**src/rtl/core/tsq_pkg.sv**
```systemverilog
// tsq_pkg: shared types, widths and codes for the touch sample qualifier
// depends on nothing; imported by every module of the block
package tsq_pkg;

	// sample and datapath widths
	localparam int SAMPLE_BITS = 12;
	localparam int BYTE_W      = 8;
	localparam int RAW_W       = 2 * BYTE_W;
	localparam int QUO_W       = 2 * SAMPLE_BITS;
	localparam int PRESS_W     = 22;
	localparam int CMP_W       = (QUO_W > PRESS_W) ? QUO_W : PRESS_W;
	localparam int POS_W       = 14;
	localparam int CAL_W       = 12;
	localparam int LIMIT_W     = 16;
	localparam int CFG_IDX_W   = 3;
	localparam int CFG_DATA_W  = 16;

	localparam logic [PRESS_W-1:0] PRESS_MAX = {PRESS_W{1'b1}};

	// calibration defaults
	localparam logic [CAL_W-1:0]   MIN_X_RST  = CAL_W'(60);
	localparam logic [CAL_W-1:0]   MAX_X_RST  = CAL_W'(3950);
	localparam logic [CAL_W-1:0]   MIN_Y_RST  = CAL_W'(160);
	localparam logic [CAL_W-1:0]   MAX_Y_RST  = CAL_W'(3850);
	localparam logic [LIMIT_W-1:0] LIMIT_RST  = LIMIT_W'(5000);

	typedef enum logic [1:0] {
		EV_DROP    = 2'd0,
		EV_TOUCH   = 2'd1,
		EV_RELEASE = 2'd2
	} event_kind_t;

	typedef enum logic [CFG_IDX_W-1:0] {
		CFG_MIRROR_X     = 3'd0,
		CFG_MIRROR_Y     = 3'd1,
		CFG_MIN_X        = 3'd2,
		CFG_MAX_X        = 3'd3,
		CFG_MIN_Y        = 3'd4,
		CFG_MAX_Y        = 3'd5,
		CFG_REJECT_LIMIT = 3'd6
	} cfg_reg_t;

	typedef struct packed {
		logic               mirror_x;
		logic               mirror_y;
		logic [CAL_W-1:0]   min_x;
		logic [CAL_W-1:0]   max_x;
		logic [CAL_W-1:0]   min_y;
		logic [CAL_W-1:0]   max_y;
		logic [LIMIT_W-1:0] reject_limit;
	} cfg_t;

	// one frame in flight through the divider chain
	typedef struct packed {
		logic [SAMPLE_BITS-1:0] rem;
		logic [QUO_W-1:0]       acc;
		logic [SAMPLE_BITS-1:0] dvs;
		logic [SAMPLE_BITS-1:0] x;
		logic [SAMPLE_BITS-1:0] y;
		logic                   pen;
		logic                   zok;
	} div_beat_t;

	// join high byte and the top bits of the low byte into one sample
	function automatic logic [SAMPLE_BITS-1:0] unpack(input logic [BYTE_W-1:0] hi,
		input logic [BYTE_W-1:0] lo);
		logic [RAW_W-1:0] raw;
		raw = {hi, lo} >> (RAW_W - SAMPLE_BITS);
		return raw[SAMPLE_BITS-1:0];
	endfunction

endpackage

```
**src/rtl/core/tsq_front.sv**
```systemverilog
// tsq_front: sample unpack, z check and the x*(z2-z1) product, two stages
// depends on tsq_pkg
module tsq_front
	import tsq_pkg::*;
(
	input  logic              clk,
	input  logic              arst_n,
	input  logic              in_valid,
	output logic              in_ready,
	input  logic [BYTE_W-1:0] x_high,
	input  logic [BYTE_W-1:0] x_low,
	input  logic [BYTE_W-1:0] y_high,
	input  logic [BYTE_W-1:0] y_low,
	input  logic [BYTE_W-1:0] z1_high,
	input  logic [BYTE_W-1:0] z1_low,
	input  logic [BYTE_W-1:0] z2_high,
	input  logic [BYTE_W-1:0] z2_low,
	input  logic              pen_level,
	output logic              out_valid,
	input  logic              out_ready,
	output div_beat_t         out_beat
);

	logic [SAMPLE_BITS-1:0] x_w, y_w, z1_w, z2_w;
	logic [SAMPLE_BITS-1:0] x_s1, y_s1, z1_s1, diff_s1;
	logic                   pen_s1, zok_s1, vld_s1;
	logic                   vld_s2;
	div_beat_t              beat_s2;
	logic                   rdy_s1, rdy_s2;
	logic [QUO_W-1:0]       prod_w;

	// stage handshake, a stage loads when empty or draining
	assign rdy_s2   = !vld_s2 || out_ready;
	assign rdy_s1   = !vld_s1 || rdy_s2;
	assign in_ready = rdy_s1;

	assign x_w  = unpack(x_high, x_low);
	assign y_w  = unpack(y_high, y_low);
	assign z1_w = unpack(z1_high, z1_low);
	assign z2_w = unpack(z2_high, z2_low);

	// stage 1 valid
	always_ff @(posedge clk or negedge arst_n) begin
		if (!arst_n) begin
			vld_s1 <= 1'b0;
		end else if (rdy_s1) begin
			vld_s1 <= in_valid;
		end
	end

	// stage 1 payload: samples, difference and z check
	always_ff @(posedge clk) begin
		if (in_valid && rdy_s1) begin
			x_s1    <= x_w;
			y_s1    <= y_w;
			z1_s1   <= z1_w;
			diff_s1 <= z2_w - z1_w;
			pen_s1  <= pen_level;
			zok_s1  <= (z1_w != '0) && (z2_w > z1_w);
		end
	end

	assign prod_w = QUO_W'(x_s1) * QUO_W'(diff_s1);

	// stage 2 valid
	always_ff @(posedge clk or negedge arst_n) begin
		if (!arst_n) begin
			vld_s2 <= 1'b0;
		end else if (rdy_s2) begin
			vld_s2 <= vld_s1;
		end
	end

	// stage 2 payload: product becomes the dividend
	always_ff @(posedge clk) begin
		if (vld_s1 && rdy_s2) begin
			beat_s2.rem <= '0;
			beat_s2.acc <= prod_w;
			beat_s2.dvs <= z1_s1;
			beat_s2.x   <= x_s1;
			beat_s2.y   <= y_s1;
			beat_s2.pen <= pen_s1;
			beat_s2.zok <= zok_s1;
		end
	end

	assign out_valid = vld_s2;
	assign out_beat  = beat_s2;

endmodule

```
**src/rtl/core/tsq_cell.sv**
```systemverilog
// tsq_cell: one restoring-division cell, settles one quotient bit per beat
// depends on tsq_pkg
module tsq_cell
	import tsq_pkg::*;
(
	input  logic      clk,
	input  logic      arst_n,
	input  logic      in_valid,
	output logic      in_ready,
	input  div_beat_t in_beat,
	output logic      out_valid,
	input  logic      out_ready,
	output div_beat_t out_beat
);

	logic                 vld_q;
	div_beat_t            beat_q;
	logic [SAMPLE_BITS:0] trial_w, diff_w;
	logic                 ge_w;
	div_beat_t            next_w;

	assign in_ready = !vld_q || out_ready;

	// shift the next dividend bit into the remainder, subtract if it fits
	always_comb begin
		trial_w = {in_beat.rem, in_beat.acc[QUO_W-1]};
		diff_w  = trial_w - {1'b0, in_beat.dvs};
		ge_w    = trial_w >= {1'b0, in_beat.dvs};
		next_w      = in_beat;
		next_w.rem  = ge_w ? diff_w[SAMPLE_BITS-1:0] : trial_w[SAMPLE_BITS-1:0];
		next_w.acc  = {in_beat.acc[QUO_W-2:0], ge_w};
	end

	always_ff @(posedge clk or negedge arst_n) begin
		if (!arst_n) begin
			vld_q <= 1'b0;
		end else if (in_ready) begin
			vld_q <= in_valid;
		end
	end

	always_ff @(posedge clk) begin
		if (in_valid && in_ready) begin
			beat_q <= next_w;
		end
	end

	assign out_valid = vld_q;
	assign out_beat  = beat_q;

endmodule

```
**src/rtl/core/tsq_qualify.sv**
```systemverilog
// tsq_qualify: pressure scaling, reject check, position mirroring, output register
// depends on tsq_pkg
module tsq_qualify
	import tsq_pkg::*;
(
	input  logic                   clk,
	input  logic                   arst_n,
	input  cfg_t                   cfg,
	input  logic                   in_valid,
	output logic                   in_ready,
	input  div_beat_t              in_beat,
	output logic                   out_valid,
	input  logic                   out_ready,
	output logic [1:0]             event_kind,
	output logic signed [POS_W-1:0] pos_x,
	output logic signed [POS_W-1:0] pos_y,
	output logic [PRESS_W-1:0]     pressure
);

	logic [QUO_W-1:0]   q_sh_w;
	logic [CMP_W-1:0]   q_ext_w;
	logic [PRESS_W-1:0] press_w;
	logic [POS_W-1:0]   px_w, py_w;
	event_kind_t        kind_w;

	logic               vld_q;
	event_kind_t        kind_q;
	logic [POS_W-1:0]   px_q, py_q;
	logic [PRESS_W-1:0] press_q;

	assign in_ready = !vld_q || out_ready;

	// quotient divided by four, saturated, forced to all ones on bad z
	always_comb begin
		q_sh_w  = in_beat.acc >> 2;
		q_ext_w = CMP_W'(q_sh_w);
		if (!in_beat.zok || q_ext_w > CMP_W'(PRESS_MAX)) begin
			press_w = PRESS_MAX;
		end else begin
			press_w = q_ext_w[PRESS_W-1:0];
		end
	end

	// classify and place, positions wrap to the port width
	always_comb begin
		px_w   = '0;
		py_w   = '0;
		kind_w = EV_DROP;
		if (press_w > PRESS_W'(cfg.reject_limit)) begin
			kind_w = EV_DROP;
		end else if (!in_beat.pen) begin
			kind_w = EV_TOUCH;
			px_w = cfg.mirror_x ?
				POS_W'(cfg.max_x) - POS_W'(in_beat.x) + POS_W'(cfg.min_x) : POS_W'(in_beat.x);
			py_w = cfg.mirror_y ?
				POS_W'(cfg.max_y) - POS_W'(in_beat.y) + POS_W'(cfg.min_y) : POS_W'(in_beat.y);
		end else begin
			kind_w = EV_RELEASE;
		end
	end

	always_ff @(posedge clk or negedge arst_n) begin
		if (!arst_n) begin
			vld_q <= 1'b0;
		end else if (in_ready) begin
			vld_q <= in_valid;
		end
	end

	always_ff @(posedge clk) begin
		if (in_valid && in_ready) begin
			kind_q  <= kind_w;
			px_q    <= px_w;
			py_q    <= py_w;
			press_q <= press_w;
		end
	end

	assign out_valid  = vld_q;
	assign event_kind = kind_q;
	assign pos_x      = px_q;
	assign pos_y      = py_q;
	assign pressure   = press_q;

endmodule

```
**src/rtl/core/resistive_touch_sample_qualifier_top.sv**
```systemverilog
// Touch sample qualifier. Takes one converter frame per beat (X, Y, Z1, Z2 as
// byte pairs plus the pen pin level) and returns one event per frame: dropped,
// touch report with optionally mirrored position, or release, together with the
// touch resistance x*(z2-z1)/z1/4. Frames stream at one per clock while the
// output is not stalled; each frame passes the front stages, then the divider
// chain, which resolves one quotient bit per cell, then the output register.
// Any stage that sits empty lets the stage behind it move up, so a stalled
// output does not stop input until the chain is full. Calibration registers
// are written through cfg_we/cfg_index/cfg_data and should change only while
// no frame is in flight.
//
// top level: configuration registers, front stages, divider cells, qualify stage
// depends on tsq_pkg, tsq_front, tsq_cell, tsq_qualify
module resistive_touch_sample_qualifier_top
	import tsq_pkg::*;
(
	input  logic                    clk,
	input  logic                    arst_n,
	input  logic                    cfg_we,
	input  logic [CFG_IDX_W-1:0]    cfg_index,
	input  logic [CFG_DATA_W-1:0]   cfg_data,
	input  logic                    in_valid,
	output logic                    in_ready,
	input  logic [BYTE_W-1:0]       x_high,
	input  logic [BYTE_W-1:0]       x_low,
	input  logic [BYTE_W-1:0]       y_high,
	input  logic [BYTE_W-1:0]       y_low,
	input  logic [BYTE_W-1:0]       z1_high,
	input  logic [BYTE_W-1:0]       z1_low,
	input  logic [BYTE_W-1:0]       z2_high,
	input  logic [BYTE_W-1:0]       z2_low,
	input  logic                    pen_level,
	output logic                    out_valid,
	input  logic                    out_ready,
	output logic [1:0]              event_kind,
	output logic signed [POS_W-1:0] pos_x,
	output logic signed [POS_W-1:0] pos_y,
	output logic [PRESS_W-1:0]      pressure
);

	cfg_t      cfg_q;
	div_beat_t beat_w [QUO_W+1];
	logic      vld_w  [QUO_W+1];
	logic      rdy_w  [QUO_W+1];

	// configuration registers
	always_ff @(posedge clk or negedge arst_n) begin
		if (!arst_n) begin
			cfg_q.mirror_x     <= 1'b0;
			cfg_q.mirror_y     <= 1'b0;
			cfg_q.min_x        <= MIN_X_RST;
			cfg_q.max_x        <= MAX_X_RST;
			cfg_q.min_y        <= MIN_Y_RST;
			cfg_q.max_y        <= MAX_Y_RST;
			cfg_q.reject_limit <= LIMIT_RST;
		end else if (cfg_we) begin
			unique case (cfg_index)
				CFG_MIRROR_X:     cfg_q.mirror_x     <= cfg_data[0];
				CFG_MIRROR_Y:     cfg_q.mirror_y     <= cfg_data[0];
				CFG_MIN_X:        cfg_q.min_x        <= cfg_data[CAL_W-1:0];
				CFG_MAX_X:        cfg_q.max_x        <= cfg_data[CAL_W-1:0];
				CFG_MIN_Y:        cfg_q.min_y        <= cfg_data[CAL_W-1:0];
				CFG_MAX_Y:        cfg_q.max_y        <= cfg_data[CAL_W-1:0];
				CFG_REJECT_LIMIT: cfg_q.reject_limit <= cfg_data[LIMIT_W-1:0];
				default: ;
			endcase
		end
	end

	// unpack and multiply
	tsq_front u_front (
		.clk       (clk),
		.arst_n    (arst_n),
		.in_valid  (in_valid),
		.in_ready  (in_ready),
		.x_high    (x_high),
		.x_low     (x_low),
		.y_high    (y_high),
		.y_low     (y_low),
		.z1_high   (z1_high),
		.z1_low    (z1_low),
		.z2_high   (z2_high),
		.z2_low    (z2_low),
		.pen_level (pen_level),
		.out_valid (vld_w[0]),
		.out_ready (rdy_w[0]),
		.out_beat  (beat_w[0])
	);

	// divider chain, one quotient bit per cell
	for (genvar i = 0; i < QUO_W; i++) begin : g_cell
		tsq_cell u_cell (
			.clk       (clk),
			.arst_n    (arst_n),
			.in_valid  (vld_w[i]),
			.in_ready  (rdy_w[i]),
			.in_beat   (beat_w[i]),
			.out_valid (vld_w[i+1]),
			.out_ready (rdy_w[i+1]),
			.out_beat  (beat_w[i+1])
		);
	end

	// reject check, placement and output register
	tsq_qualify u_qualify (
		.clk        (clk),
		.arst_n     (arst_n),
		.cfg        (cfg_q),
		.in_valid   (vld_w[QUO_W]),
		.in_ready   (rdy_w[QUO_W]),
		.in_beat    (beat_w[QUO_W]),
		.out_valid  (out_valid),
		.out_ready  (out_ready),
		.event_kind (event_kind),
		.pos_x      (pos_x),
		.pos_y      (pos_y),
		.pressure   (pressure)
	);

endmodule

```
**config.mk**
```make
export PLATFORM = sky130hd
export DESIGN_NAME = resistive_touch_sample_qualifier_top
export DESIGN_NICKNAME = d
export VERILOG_FILES = /design/src/rtl/core/tsq_pkg.sv /design/src/rtl/core/tsq_front.sv /design/src/rtl/core/tsq_cell.sv /design/src/rtl/core/tsq_qualify.sv /design/src/rtl/core/resistive_touch_sample_qualifier_top.sv
export SDC_FILE = /design/constraint.sdc
export NUM_CORES = 2
export LEC_CHECK = 0
export ABC_AREA = 1
export BUFFER_PORTS_ARGS = -buffer_cell sky130_fd_sc_hd__buf_2
export CAP_MARGIN = 20
export CORE_AREA = 3 3 423 425
export CTS_BUF_LIST = sky130_fd_sc_hd__clkbuf_8
export DETAILED_ROUTE_END_ITERATION = 6
export DIE_AREA = 0 0 426 428
export PLACE_DENSITY = 0.61
export SLEW_MARGIN = 20
export SYNTH_ARGS = -nofsm -noshare
export SYNTH_HDL_FRONTEND = slang
export SYNTH_SLANG_ARGS = --single-unit
```
**constraint.sdc**
```tcl
create_clock -name clk -period 9 [get_ports clk]
set_input_delay 1.35 -clock clk [delete_from_list [all_inputs] [get_ports clk]]
set_output_delay 1.35 -clock clk [all_outputs]
set_load 0.005 [all_outputs]
```
==> results.json <==
{
  "period_share_pct": 62.8,
  "synth_edf_count": 1818,
  "reg2reg_depth": 20,
  "power_density_nw_per_um2": 323,
  "ys_seq_area_share_pct": 72.1,
  "slew_headroom_pct": 36.5,
  "initial_utilization_pct": 44.9,
  "setup.worst_path.class": "reg2reg",
  "synth_ff_type": "edfxtp_1",
  "rows": 154,
  "ios": 143,
  "rr_startpoint": "u_front.x_s1[2]$_DFFE_PP_",
  "synth_area_per_cell_um2": 14.5,
  "hpwl_um": 86900,
  "period_needed_ns": 5.65,
  "mostFrequentLayoutCells": "1818 x edfxtp_1, 825 x inv_1, 573 x nand2_1, 491 x a21oi_1, 391 x ha_1",
  "ys_warn_count": 0,
  "tightest_slew_ns": 0.952,
  "async_reset_ff_share_pct": 4.87,
  "clock_sink_count": 1911,
  "grt_max_degree": 67,
  "worstPathRequired_ns": 9.69,
  "post_cts_buffers": 0,
  "clockBufferDepth": 4,
  "routed_wl_um": 126000,
  "drive_gt1_share_pct": 10.6,
  "vdd_drop_max_mv": 0.233,
  "wire_per_inst_um": 14.9,
  "ant_nets": 0,
  "hold_path_class": "in2async",
  "fill_cells": 14788,
  "setup_viol_count_final": 0,
  "cp-end-kind": "flop",
  "grt_pass1_wl_um": 207000,
  "cts-root-buf": "clkbuf_8",
  "cts_tree": "done",
  "rsz0062_at_grt": "false",
  "die_area_um2": 182000,
  "synth_top_area_cell": "edfxtp_1",
  "first_pass_iters": 5,
  "synthTopCellsByArea": "edfxtp_1 69%, ha_1 6.2%, inv_1 3.5%",
  "nNetsFinal": 6459,
  "die_x_um": 426,
  "layout_commonest_cell": "edfxtp_1",
  "postCtsResizedCells": 0,
  "insertion_delay_ns": 0.99,
  "antenna_found_initial": 2,
  "place.gp.congestion": 0.857,
  "cts-hold-fix-buffers": 0,
  "vias": 40331,
  "reg2reg_to": "u_front.out_beat[60]$_DFFE_PP_",
  "maxCapViolations": 0,
  "p_leak_uw": 0.0353,
  "placedInstanceArea_um2": 82500,
  "htree_levels": 5,
  "tns_ns": 0,
  "overflow": 0,
  "design_area_um2": 88200,
  "viasPerCell": 4.80,
  "drc": 0,
  "cts_buffers": 324,
  "cp_data_arrival_time_ns": 6.35,
  "placedCellCount": 7868,
  "drv_slew": 0,
  "io_buffers": 126,
  "yosysTopAreaCellShare_pct": 69.1,
  "track_usage_pct": 14.0,
  "die_h_um": 428,
  "startpoint_type": "flop",
  "cts.clk_slew.worst_paths_ns": 0.07,
  "core_area_um2": 176000,
  "r2r_setup_slack_ns": 3.35,
  "final_hold_viol_count": 0,
  "crit_path_max_fanout": 13,
  "ys_types": 54,
  "syn_area_um2": 79000,
  "layout.cells.non_filler": 8409,
  "synthCells": 5455,
  "grt_pass1_vias": 41417,
  "area_delta_synth_final_pct": 11.6,
  "synth.net_count": 6060,
  "status": "complete, no violations",
  "fin_worst_skew_ns": 0.0474,
  "drtIter0Drc": 2470,
  "clock.fmax_mhz": 177,
  "synth-seq-cells": 1911
}
==> where the power goes <==
group	switching, µW	total (µW)	internal [µW]
combinational	5270	8780	3510
sequential	668	12800	12200
clock	3180	6840	3660
==> per-layer routing <==
layer / vias to the layer above / global-route usage (%) / share of wire, %
met1: 19253 / 16.7 / 42
met3: 341 / 2.87 / 4.1
met2: 739 / 24.7 / 51
met4: 0 / 5.36 / 3.1
met5: - / 0 / 0
li1: 19998 / - / -
==> registers in the layout, summed over array words and instances, names as in the netlist <==
| signal | count |
|---|---|
| cfg_q | 66 |
| g_cell.u_cell.out_beat | 1656 |
| g_cell.u_cell.out_valid | 24 |
| u_front.diff_s1 | 12 |
| u_front.out_beat | 60 |
| u_front.out_valid | 1 |
| u_front.pen_s1 | 1 |
| u_front.vld_s1 | 1 |
| u_front.x_s1 | 12 |
| u_front.y_s1 | 12 |
| u_front.z1_s1 | 12 |
| u_front.zok_s1 | 1 |
| u_qualify.event_kind | 2 |
| u_qualify.out_valid | 1 |
| u_qualify.pos_x | 14 |
| u_qualify.pos_y | 14 |
| u_qualify.pressure | 22 |
==> final cells by class <==
class / instances / area, µm² / share of cell area, %
clock buffers: 333 / 4580 / 5.20
well taps: 2340 / 2930 / 3.32
diodes: 3 / 7.51 / 0.00852
multi-input cells: 2726 / 19000 / 21.5
clock inverters: 205 / 1090 / 1.23
repair buffers: 155 / 851 / 0.965
flip-flops and latches: 1911 / 57000 / 64.6
inverters: 736 / 2770 / 3.14
==> worst max-delay path, stage by stage, from the launching register on <==
cell	delay (ns)
edfxtp_1	0.73
nand2_1	0.18
fa_1	0.57
inv_1	0.06
fa_1	0.53
inv_1	0.06
fa_1	0.53
inv_1	0.06
fa_1	0.52
inv_1	0.05
fa_1	0.53
inv_1	0.04
ha_1	0.36
nand2_1	0.09
nor2_1	0.09
nand2_1	0.05
o21ai_0	0.41
nand2_1	0.13
nor2_1	0.16
a31oi_1	0.11
xor2_1	0.16
==> stage by stage <==
| stage | setup slack, ns | hold slack (ns) | total power (µW) | util, % |
|---|---|---|---|---|
| global route | 2.97 | 0.236 | 30700 | 50.2 |
| floorplan | 2.81 | 0.400 | 19800 | - |
| finish | 3.35 | 0.290 | 28500 | 50.2 |
| global placement | 3.27 | 0.400 | 21600 | 46.9 |
| detailed placement | 3.24 | 0.405 | 21800 | 46.9 |
| CTS | 3.22 | 0.164 | 28900 | 50.2 |
==> worst max-delay path by stage <==
| stage | from | to | slack [ns] |
|---|---|---|---|
| after floorplan | out_ready | g_cell[0].u_cell.out_beat[0]$_DFFE_PP_ | 2.81 |
| after global placement | u_front.x_s1[2]$_DFFE_PP_ | u_front.out_beat[60]$_DFFE_PP_ | 3.27 |
| after CTS | u_front.x_s1[4]$_DFFE_PP_ | u_front.out_beat[60]$_DFFE_PP_ | 3.22 |
| final | u_front.x_s1[2]$_DFFE_PP_ | u_front.out_beat[60]$_DFFE_PP_ | 3.35 |
| after detailed placement | u_front.x_s1[2]$_DFFE_PP_ | u_front.out_beat[60]$_DFFE_PP_ | 3.24 |
| after global routing | u_front.x_s1[2]$_DFFE_PP_ | u_front.out_beat[60]$_DFFE_PP_ | 2.97 |
==> synth_stat cells (12+ instances only) <==
| master | n |
|---|---|
| a211oi_1 | 12 |
| a21o_1 | 21 |
| a21oi_1 | 492 |
| a31oi_1 | 21 |
| buf_2 | 35 |
| clkbuf_1 | 41 |
| dfrtp_1 | 67 |
| dfstp_2 | 26 |
| edfxtp_1 | 1818 |
| fa_1 | 125 |
| ha_1 | 391 |
| inv_1 | 732 |
| nand2_1 | 573 |
| nand3_1 | 56 |
| nand3_2 | 12 |
| nand4_1 | 18 |
| nor2_1 | 384 |
| nor3_1 | 23 |
| nor4_1 | 22 |
| o211ai_1 | 14 |
| o21ai_0 | 152 |
| o21ai_1 | 48 |
| o21bai_1 | 40 |
| or2_2 | 22 |
| xnor2_1 | 123 |
| xor2_1 | 132 |
==> cells by family after synthesis <==
group           synth area share (%)
compound gates                  5.60
simple gates                    6.12
xor+xnor                        2.83
buf+inv                         3.98
fa+ha+maj                       9.36
flops                           72.1
Note: power is estimated with default switching activity, not from simulation.
